[config.mk]
export PLATFORM = sky130hd
export DESIGN_NAME = delayed_nozzle_pulse_scheduler
export DESIGN_NICKNAME = d
export VERILOG_FILES = /design/src/design/dnps_pkg.sv /design/src/design/dnps_ram.sv /design/src/design/delayed_nozzle_pulse_scheduler.sv
export SDC_FILE = /design/constraint.sdc
export NUM_CORES = 1
export LEC_CHECK = 0
export BUFFER_PORTS_ARGS = -buffer_cell sky130_fd_sc_hd__clkbuf_2
export CAP_MARGIN = 5
export CORE_MARGIN = 1
export CORE_UTILIZATION = 64
export DETAILED_ROUTE_END_ITERATION = 6
export HOLD_SLACK_MARGIN = 0.15
export PLACE_DENSITY = 0.85
export SETUP_SLACK_MARGIN = 0.3
export SLEW_MARGIN = 0
export SYNTH_ARGS = -nofsm -noshare
export SYNTH_HDL_FRONTEND = slang
export SYNTH_SLANG_ARGS = --single-unit
[constraint.sdc]
create_clock -name clk_i -period 15.05 [get_ports clk_i]
set_input_delay 2.2575 -clock clk_i [delete_from_list [all_inputs] [get_ports clk_i]]
set_output_delay 2.2575 -clock clk_i [all_outputs]
set_load 0.005 [all_outputs]
[src/design/dnps_pkg.sv]
// Shared types and constants of the delayed nozzle pulse scheduler.
package dnps_pkg;

  // Default sizes
  localparam int NOZZLES_DEF     = 4;
  localparam int QUEUE_DEPTH_DEF = 8;

  // Fixed field widths
  localparam int NOZ_MAX   = 4;
  localparam int NOZ_W     = 2;
  localparam int TIME_W    = 32;
  localparam int MS_W      = 16;
  localparam int CNT_W     = 4;
  localparam int CFG_IDX_W = 3;
  localparam int CFG_DATA_W = 16;
  localparam int ENTRY_W   = NOZ_W + TIME_W;

  // Reset values of the configuration registers
  localparam logic [MS_W-1:0] OPEN_DUR_RST = 16'd100;
  localparam logic            POL_RST      = 1'b1;

  // Configuration register indexes
  typedef enum logic [CFG_IDX_W-1:0] {
    CFG_DELAY_0  = 3'd0,
    CFG_DELAY_1  = 3'd1,
    CFG_DELAY_2  = 3'd2,
    CFG_DELAY_3  = 3'd3,
    CFG_OPEN_DUR = 3'd4,
    CFG_POLARITY = 3'd5
  } cfg_idx_e;

  // Request item codes
  localparam logic REQ_TICK    = 1'b0;
  localparam logic REQ_ENQUEUE = 1'b1;

  // Input item
  typedef struct packed {
    logic              req_type;
    logic [TIME_W-1:0] now_ms;
    logic [NOZ_W-1:0]  nozzle_num;
    logic [TIME_W-1:0] request_ms;
  } req_t;

  // Result item
  typedef struct packed {
    logic [NOZ_MAX-1:0] relay_levels;
    logic [NOZ_MAX-1:0] open_mask;
    logic               opened_valid;
    logic [NOZ_W-1:0]   opened_nozzle;
    logic [CNT_W-1:0]   pending_count;
    logic               dropped;
  } res_t;

endpackage

[src/design/dnps_ram.sv]
// Generic single-write, single-read RAM with registered read data.
module dnps_ram #(
  parameter int WIDTH = 32,
  parameter int DEPTH = 8,
  parameter int AW    = (DEPTH > 1) ? $clog2(DEPTH) : 1
) (
  input  logic             clk_i,
  input  logic             we_i,
  input  logic [AW-1:0]    waddr_i,
  input  logic [WIDTH-1:0] wdata_i,
  input  logic [AW-1:0]    raddr_i,
  output logic [WIDTH-1:0] rdata_o
);

  logic [WIDTH-1:0] mem_q [DEPTH];
  logic [WIDTH-1:0] rdata_q;

  // Write port and registered read port
  always_ff @(posedge clk_i) begin
    if (we_i) begin
      mem_q[waddr_i] <= wdata_i;
    end
    rdata_q <= mem_q[raddr_i];
  end

  assign rdata_o = rdata_q;

endmodule

[src/design/delayed_nozzle_pulse_scheduler.sv]
// An enqueue item goes straight to S_FIN, which registers its result.
// A tick sweeps the stamp RAM to close expired nozzles (S_CLOSE), scans up to
// min(NOZZLES,fill) entries of the queue RAM (S_SCAN), moves up the entries
// after a removal (S_SH_RD, S_SH_WR) and posts the result (S_FIN); one item at a time.
// The result strobe done_o lasts one cycle and the receiver cannot stall it.
// Reset is asynchronous: nozzles closed, queue empty, registers at defaults.
module delayed_nozzle_pulse_scheduler #(
  parameter int NOZZLES     = dnps_pkg::NOZZLES_DEF,
  parameter int QUEUE_DEPTH = dnps_pkg::QUEUE_DEPTH_DEF
) (
  input  logic                                clk_i,
  input  logic                                rst_ni,
  input  logic                                start,
  output logic                                busy,
  input  dnps_pkg::req_t                      req_i,
  output logic                                done_o,
  output dnps_pkg::res_t                      res_o,
  input  logic                                cfg_we_i,
  input  logic [dnps_pkg::CFG_IDX_W-1:0]      cfg_idx_i,
  input  logic [dnps_pkg::CFG_DATA_W-1:0]     cfg_data_i
);

  localparam int NAW = (NOZZLES > 1) ? $clog2(NOZZLES) : 1;
  localparam int NCW = $clog2(NOZZLES + 1);
  localparam int QAW = (QUEUE_DEPTH > 1) ? $clog2(QUEUE_DEPTH) : 1;
  localparam int QCW = $clog2(QUEUE_DEPTH + 1);
  localparam logic [dnps_pkg::NOZ_MAX-1:0] NOZ_MASK =
    dnps_pkg::NOZ_MAX'((32'd1 << NOZZLES) - 32'd1);

  typedef enum logic [2:0] {
    S_IDLE,
    S_CLOSE,
    S_SCAN,
    S_SH_RD,
    S_SH_WR,
    S_FIN
  } state_e;

  // Configuration registers
  logic [dnps_pkg::MS_W-1:0] delay_q [dnps_pkg::NOZ_MAX];
  logic [dnps_pkg::MS_W-1:0] dur_q;
  logic                      pol_q;

  always_ff @(posedge clk_i or negedge rst_ni) begin
    if (!rst_ni) begin
      for (int n = 0; n < dnps_pkg::NOZ_MAX; n++) begin
        delay_q[n] <= '0;
      end
      dur_q <= dnps_pkg::OPEN_DUR_RST;
      pol_q <= dnps_pkg::POL_RST;
    end else if (cfg_we_i) begin
      case (cfg_idx_i)
        dnps_pkg::CFG_DELAY_0:  delay_q[0] <= cfg_data_i;
        dnps_pkg::CFG_DELAY_1:  delay_q[1] <= cfg_data_i;
        dnps_pkg::CFG_DELAY_2:  delay_q[2] <= cfg_data_i;
        dnps_pkg::CFG_DELAY_3:  delay_q[3] <= cfg_data_i;
        dnps_pkg::CFG_OPEN_DUR: dur_q      <= cfg_data_i;
        dnps_pkg::CFG_POLARITY: pol_q      <= cfg_data_i[0];
        default: ;
      endcase
    end
  end

  // Control state
  state_e                         state_q;
  logic [NCW-1:0]                 ncnt_q;
  logic [QCW-1:0]                 pos_q;
  logic [QCW-1:0]                 fill_q;
  logic [dnps_pkg::NOZ_MAX-1:0]   flags_q;
  logic [dnps_pkg::TIME_W-1:0]    now_q;
  logic                           opened_q;
  logic [dnps_pkg::NOZ_W-1:0]     opened_noz_q;
  logic                           dropped_q;
  logic                           done_q;
  dnps_pkg::res_t                 res_q;

  // RAM ports
  logic                           q_we;
  logic [QAW-1:0]                 q_waddr;
  logic [dnps_pkg::ENTRY_W-1:0]   q_wdata;
  logic [QAW-1:0]                 q_raddr;
  logic [dnps_pkg::ENTRY_W-1:0]   q_rdata;
  logic                           st_we;
  logic [NAW-1:0]                 st_waddr;
  logic [NAW-1:0]                 st_raddr;
  logic [dnps_pkg::TIME_W-1:0]    st_rdata;

  logic                           accept;
  logic                           noz_ok;
  logic                           full;
  logic [QCW-1:0]                 limit;
  logic [QCW-1:0]                 pos_nx;
  logic [NAW-1:0]                 close_idx;
  logic                           expired;
  logic [dnps_pkg::NOZ_W-1:0]     ent_noz;
  logic [dnps_pkg::TIME_W-1:0]    ent_when;
  logic                           hit;

  assign busy   = (state_q != S_IDLE);
  assign accept = start && !busy;
  assign noz_ok = (32'(req_i.nozzle_num) < NOZZLES);
  assign full   = (fill_q == QCW'(QUEUE_DEPTH));
  assign pos_nx = pos_q + QCW'(1);

  // Scan covers the first min(NOZZLES, fill) entries
  assign limit = (32'(fill_q) < NOZZLES) ? fill_q : QCW'(NOZZLES);

  // Close check on the stamp read in the previous cycle
  assign close_idx = NAW'(ncnt_q - NCW'(1));
  assign expired   = flags_q[close_idx] &&
                     ((now_q - st_rdata) >= {16'b0, dur_q});

  // Ready check on the queue entry read in the previous cycle
  assign ent_noz  = q_rdata[dnps_pkg::ENTRY_W-1:dnps_pkg::TIME_W];
  assign ent_when = q_rdata[dnps_pkg::TIME_W-1:0];
  assign hit      = (now_q - ent_when) >= {16'b0, delay_q[ent_noz]};

  // Queue RAM access: append on enqueue, move up on removal
  always_comb begin
    q_we    = 1'b0;
    q_waddr = fill_q[QAW-1:0];
    q_wdata = {req_i.nozzle_num, req_i.request_ms};
    q_raddr = '0;
    case (state_q)
      S_IDLE: begin
        q_we = accept && (req_i.req_type == dnps_pkg::REQ_ENQUEUE) && noz_ok && !full;
      end
      S_SCAN: begin
        if (pos_q < limit) begin
          q_raddr = pos_q[QAW-1:0];
        end
      end
      S_SH_RD: begin
        if (pos_nx < fill_q) begin
          q_raddr = pos_nx[QAW-1:0];
        end
      end
      S_SH_WR: begin
        q_we    = 1'b1;
        q_waddr = pos_q[QAW-1:0];
        q_wdata = q_rdata;
      end
      default: ;
    endcase
  end

  // Stamp RAM access: sweep on close, write on open
  assign st_raddr = (32'(ncnt_q) < NOZZLES) ? ncnt_q[NAW-1:0] : '0;
  assign st_we    = (state_q == S_SCAN) && (pos_q != '0) && hit;
  assign st_waddr = NAW'(ent_noz);

  dnps_ram #(
    .WIDTH (dnps_pkg::ENTRY_W),
    .DEPTH (QUEUE_DEPTH)
  ) u_queue_ram (
    .clk_i   (clk_i),
    .we_i    (q_we),
    .waddr_i (q_waddr),
    .wdata_i (q_wdata),
    .raddr_i (q_raddr),
    .rdata_o (q_rdata)
  );

  dnps_ram #(
    .WIDTH (dnps_pkg::TIME_W),
    .DEPTH (NOZZLES)
  ) u_stamp_ram (
    .clk_i   (clk_i),
    .we_i    (st_we),
    .waddr_i (st_waddr),
    .wdata_i (now_q),
    .raddr_i (st_raddr),
    .rdata_o (st_rdata)
  );

  // Sequencer and result register
  always_ff @(posedge clk_i or negedge rst_ni) begin
    if (!rst_ni) begin
      state_q      <= S_IDLE;
      ncnt_q       <= '0;
      pos_q        <= '0;
      fill_q       <= '0;
      flags_q      <= '0;
      now_q        <= '0;
      opened_q     <= 1'b0;
      opened_noz_q <= '0;
      dropped_q    <= 1'b0;
      done_q       <= 1'b0;
      res_q        <= '0;
    end else begin
      done_q <= 1'b0;
      case (state_q)
        S_IDLE: begin
          if (accept) begin
            opened_q     <= 1'b0;
            opened_noz_q <= '0;
            dropped_q    <= 1'b0;
            if (req_i.req_type == dnps_pkg::REQ_ENQUEUE) begin
              if (noz_ok) begin
                if (full) begin
                  dropped_q <= 1'b1;
                end else begin
                  fill_q <= fill_q + QCW'(1);
                end
              end
              state_q <= S_FIN;
            end else begin
              now_q   <= req_i.now_ms;
              ncnt_q  <= '0;
              state_q <= S_CLOSE;
            end
          end
        end
        S_CLOSE: begin
          if ((ncnt_q != '0) && expired) begin
            flags_q[close_idx] <= 1'b0;
          end
          if (ncnt_q == NCW'(NOZZLES)) begin
            pos_q   <= '0;
            state_q <= S_SCAN;
          end else begin
            ncnt_q <= ncnt_q + NCW'(1);
          end
        end
        S_SCAN: begin
          if ((pos_q != '0) && hit) begin
            flags_q[ent_noz] <= 1'b1;
            opened_q         <= 1'b1;
            opened_noz_q     <= ent_noz;
            pos_q            <= pos_q - QCW'(1);
            state_q          <= S_SH_RD;
          end else if (pos_q == limit) begin
            state_q <= S_FIN;
          end else begin
            pos_q <= pos_nx;
          end
        end
        S_SH_RD: begin
          if (pos_nx < fill_q) begin
            state_q <= S_SH_WR;
          end else begin
            fill_q  <= fill_q - QCW'(1);
            state_q <= S_FIN;
          end
        end
        S_SH_WR: begin
          pos_q   <= pos_nx;
          state_q <= S_SH_RD;
        end
        S_FIN: begin
          res_q.relay_levels  <= (flags_q ^ {dnps_pkg::NOZ_MAX{~pol_q}}) & NOZ_MASK;
          res_q.open_mask     <= flags_q & NOZ_MASK;
          res_q.opened_valid  <= opened_q;
          res_q.opened_nozzle <= opened_noz_q;
          res_q.pending_count <= dnps_pkg::CNT_W'(fill_q);
          res_q.dropped       <= dropped_q;
          done_q              <= 1'b1;
          state_q             <= S_IDLE;
        end
        default: state_q <= S_IDLE;
      endcase
    end
  end

  assign done_o = done_q;
  assign res_o  = res_q;

endmodule

==> impl_metrics.py <==
metrics = {
    "synth": {
        "synth_area_leaders": "edfxtp_1 (42%), dfrtp_1 (13%), nand2_1 (7.1%), ha_1 (4.8%), dfxtp_1 (4.6%)",
        "synth_nets": 2793,
        "seq_area_frac_synth_pct": 59.54,
        "syn_area_sq_mm": 0.02879,
        "ys_async_sr_fraction_pct": 24.60,
        "synthTopCellsByCount": "nand2_1 (547), edfxtp_1 (400), nand3_1 (191)",
        "ys_warn_count": 0,
        "ys.flop_type": "edfxtp_1",
        "synth_top_area_cell": "edfxtp_1",
        "synth_cell_types": 86,
        "synth_top_cell_area_share_pct": 41.72,
        "synth_cells": 2590,
        "synthMostInstantiatedCell": "nand2_1",
        "synth_edf_count": 400,
        "ys_ff_latch": 618,
        "syn_area_per_cell_sq_um": 11.11,
    },
    "floorplan": {
        "ioPinCount": 108,
        "initial_core_util_pct": 64.96,
        "dieArea_sq_mm": 0.04583,
        "core_region_area_sq_mm": 0.04432,
        "die_y_um": 214.1,
        "row_count": 77,
        "die_w_um": 214.1,
    },
    "worst_setup_path": {
        "crit_arrival_ns": 5.77,
        "timing.rr.end": "u_stamp_ram.mem_q[2][26]$_DFFE_PP_",
        "endpoint_kind": "flop",
        "required_ns": 15.30,
        "rr_worst_depth": 22,
        "worstSetupPathType": "reg2reg",
        "setup.worst_path.start_class": "flop",
        "crit_end": "u_stamp_ram.mem_q[2][26]$_DFFE_PP_",
        "r2r_setup_slack_ns": 9.52,
        "crit_path_start": "now_q[0]$_DFFE_PN0P_",
        "worstPathMaxFanout": 33,
        "rr_startpoint": "now_q[0]$_DFFE_PN0P_",
    },
    "sta": {
        "fmax_mhz": 180.9,
        "rsz0062_at_grt": "false",
        "drv_slew": 0,
        "fin_setup_tns_ns": 0,
        "relSlewSlack_pct": 17.56,
        "fin_skew_ns": 0.02997,
        "worst_pin_slew_ns": 1.237,
        "hold_viol_final": 0,
        "fin_crit_sh_pct": 36.72,
        "setup_viol": 0,
        "min_period_ns": 5.527,
        "fin_ws_ns": 9.523,
    },
    "routing": {
        "wl_per_cell_um": 21.80,
        "dr.pass1.iters": 7,
        "wl_met1_um": 29110,
        "top_layer": "met4",
        "wl_met3_um": 5495,
        "final_antenna_net_count": 0,
        "drt-initial-drc-count": 2366,
        "wl_met2_um": 35160,
        "vias_per_cell": 6.288,
        "drc": 0,
        "totalWireLength_um": 72040,
        "num_vias": 20777,
    },
    "clocking": {
        "worstSkewPairLatency_ns": 0.63,
        "cts_sinks": 618,
        "clk_pin_slew_ns": 0.06,
        "htree_levels": 2,
        "cts-root-buf": "clkbuf_16",
        "numCtsBuffers": 60,
        "cts-resized-gates": 0,
        "cts_buffer_depth": 3,
        "post_cts_buffers": 0,
        "cts_tree": "done",
        "holdBufCountCts": 0,
    },
    "cells_and_area": {
        "fill_cells": 2864,
        "fin_nets": 2860,
        "area_growth_syn_to_layout_pct": 11.22,
        "drive_gt1_share_pct": 14.62,
        "final_cells": 3304,
    },
    "min_path": {
        "worstHoldPathCells": 2,
        "hold_start": "opened_q$_DFFE_PN0P_",
        "hp-class": "reg2reg",
    },
    "global_route": {
        "antenna_found_initial": 3,
        "grt_pass1_vias": 20644,
        "grt_pass1_wl_um": 112000,
        "grt_usage_pct": 31.38,
        "gr-total-overflow": 0,
        "grt_max_degree": 103,
    },
    "placement": {
        "gp_congestion": 0.9134,
        "post-place-ws_ns": 9.576,
        "io_buffer_count": 107,
        "placed_cells": 3187,
        "place_hpwl_um": 45640,
    },
    "power_and_ir_drop": {
        "power_density_mw_per_mm2": 233.1,
        "ir_drop_mv": 0.1370,
        "power.leakage_nw": 12.97,
        "power_mw": 7.463,
    },
    "run": {
        "drv_cap": 0,
    },
    "run_status": {
        "status": "completed",
    },
}
-- worst max-delay path: stages, from the launching register on --
cell and delay (ns):
dfrtp_1 0.40, inv_1 0.11, ha_1 0.24, fa_1 0.40, nand2b_1 0.21, a21oi_2 0.25
o211a_1 0.24, o21bai_1 0.10, nand2_1 0.12, xor2_1 0.08, ha_1 0.30, o2111ai_1 0.14
nor3_1 0.27, nand4_1 0.13, a21oi_1 0.17, nor4_1 0.08, o2111ai_1 0.16, a2111oi_2 0.09
and4_1 0.26, nor3_2 0.59, nand2b_1 0.20, nor2_2 0.12, buf_4 0.44
-- power by group --
group          total (mW)  switching (mW)  leakage [nW]  internal (mW)
combinational        3.41            2.12          5.96           1.29
sequential           2.49           0.264          6.02           2.22
clock                1.57           0.652         0.996          0.915
total                7.46            3.04          13.0           4.42
-- layer usage --
| metal | global-route usage, % | vias to the layer above |
|---|---|---|
| met4 | 12.19 | 0 |
| li1 | - | 9423 |
| met2 | 51.76 | 1040 |
| met5 | 0 | - |
| met3 | 4.071 | 169 |
| met1 | 42.72 | 10145 |
-- layout by cell type (no fill, tap or decap), types with 19 or more instances in the layout --
master       n
and2_1      41
nand4_1     25
xnor2_1     31
a21o_1      40
a31oi_1     45
nand3_1    191
clkbuf_2   106
a21oi_1     85
nand2_1    546
a211oi_1    35
dfrtp_1    148
nor3_1      24
mux2_2      97
inv_1      129
clkbuf_16   60
xor2_1      19
nor2_1      54
o21ai_0    141
dfxtp_1     66
buf_4       29
ha_1       110
edfxtp_1   400
-- registers in the layout, indices dropped and copies added, names as in the netlist, 2 cells and up --
| signal | count |
|---|---|
| res_o | 16 |
| dur_q | 16 |
| ncnt_q | 3 |
| now_q | 32 |
| delay_q | 64 |
| fill_q | 4 |
| u_queue_ram.mem_q | 272 |
| u_stamp_ram.mem_q | 128 |
| u_stamp_ram.rdata_o | 32 |
| state_q | 3 |
| flags_q | 4 |
| opened_noz_q | 2 |
| u_queue_ram.rdata_o | 34 |
| pos_q | 4 |
-- final cells by class --
type	instances	area, sq um	area share, %
Clock buffer	78	1609	5.025
Sequential cell	618	17140	53.54
Timing Repair Buffer	136	759.5	2.372
Multi-Input combinational cell	1709	10810	33.75
Tap cell	592	740.7	2.313
Antenna cell	3	7.507	0.02345
Clock inverter	36	457.9	1.430
Inverter	132	495.5	1.547
-- kinds of logic after synthesis --
kind of cell | count (synthesis) | share of synthesized area [%]
AND/OR/NAND/NOR | 975 | 15.19
flip-flops | 618 | 59.54
AO/OA/AOI/OAI | 449 | 9.831
buffers and inverters | 263 | 3.534
multiplexers | 121 | 5.376
adder cells (fa/ha/maj) | 113 | 4.990
XOR/XNOR | 50 | 1.521
other | 1 | 0.01303
-- metrics by stage --
stage / hold WS, ns / utilization (%) / instance area (sq um)
floorplan: 0.4386 / - / 28790
global placement: 0.4584 / 67.57 / 29940
detailed placement: 0.4701 / 67.57 / 29940
CTS: 0.4783 / 72.23 / 32010
global route: 0.4939 / 72.25 / 32020
finish: 0.4820 / 72.25 / 32020
-- worst min-delay path by stage --
stage	endpoint	slack, ns
2_1_floorplan	res_o[0]$_DFFE_PN0P_	0.44
3_3_place_gp	res_o[0]$_DFFE_PN0P_	0.46
3_5_place_dp	res_o[7]$_DFFE_PN0P_	0.47
4_1_cts	res_o[7]$_DFFE_PN0P_	0.48
5_1_grt	dropped_q$_DFFE_PN0P_	0.49
6_report	res_o[7]$_DFFE_PN0P_	0.48
No activity file was read; power rests on OpenSTA's default activity.
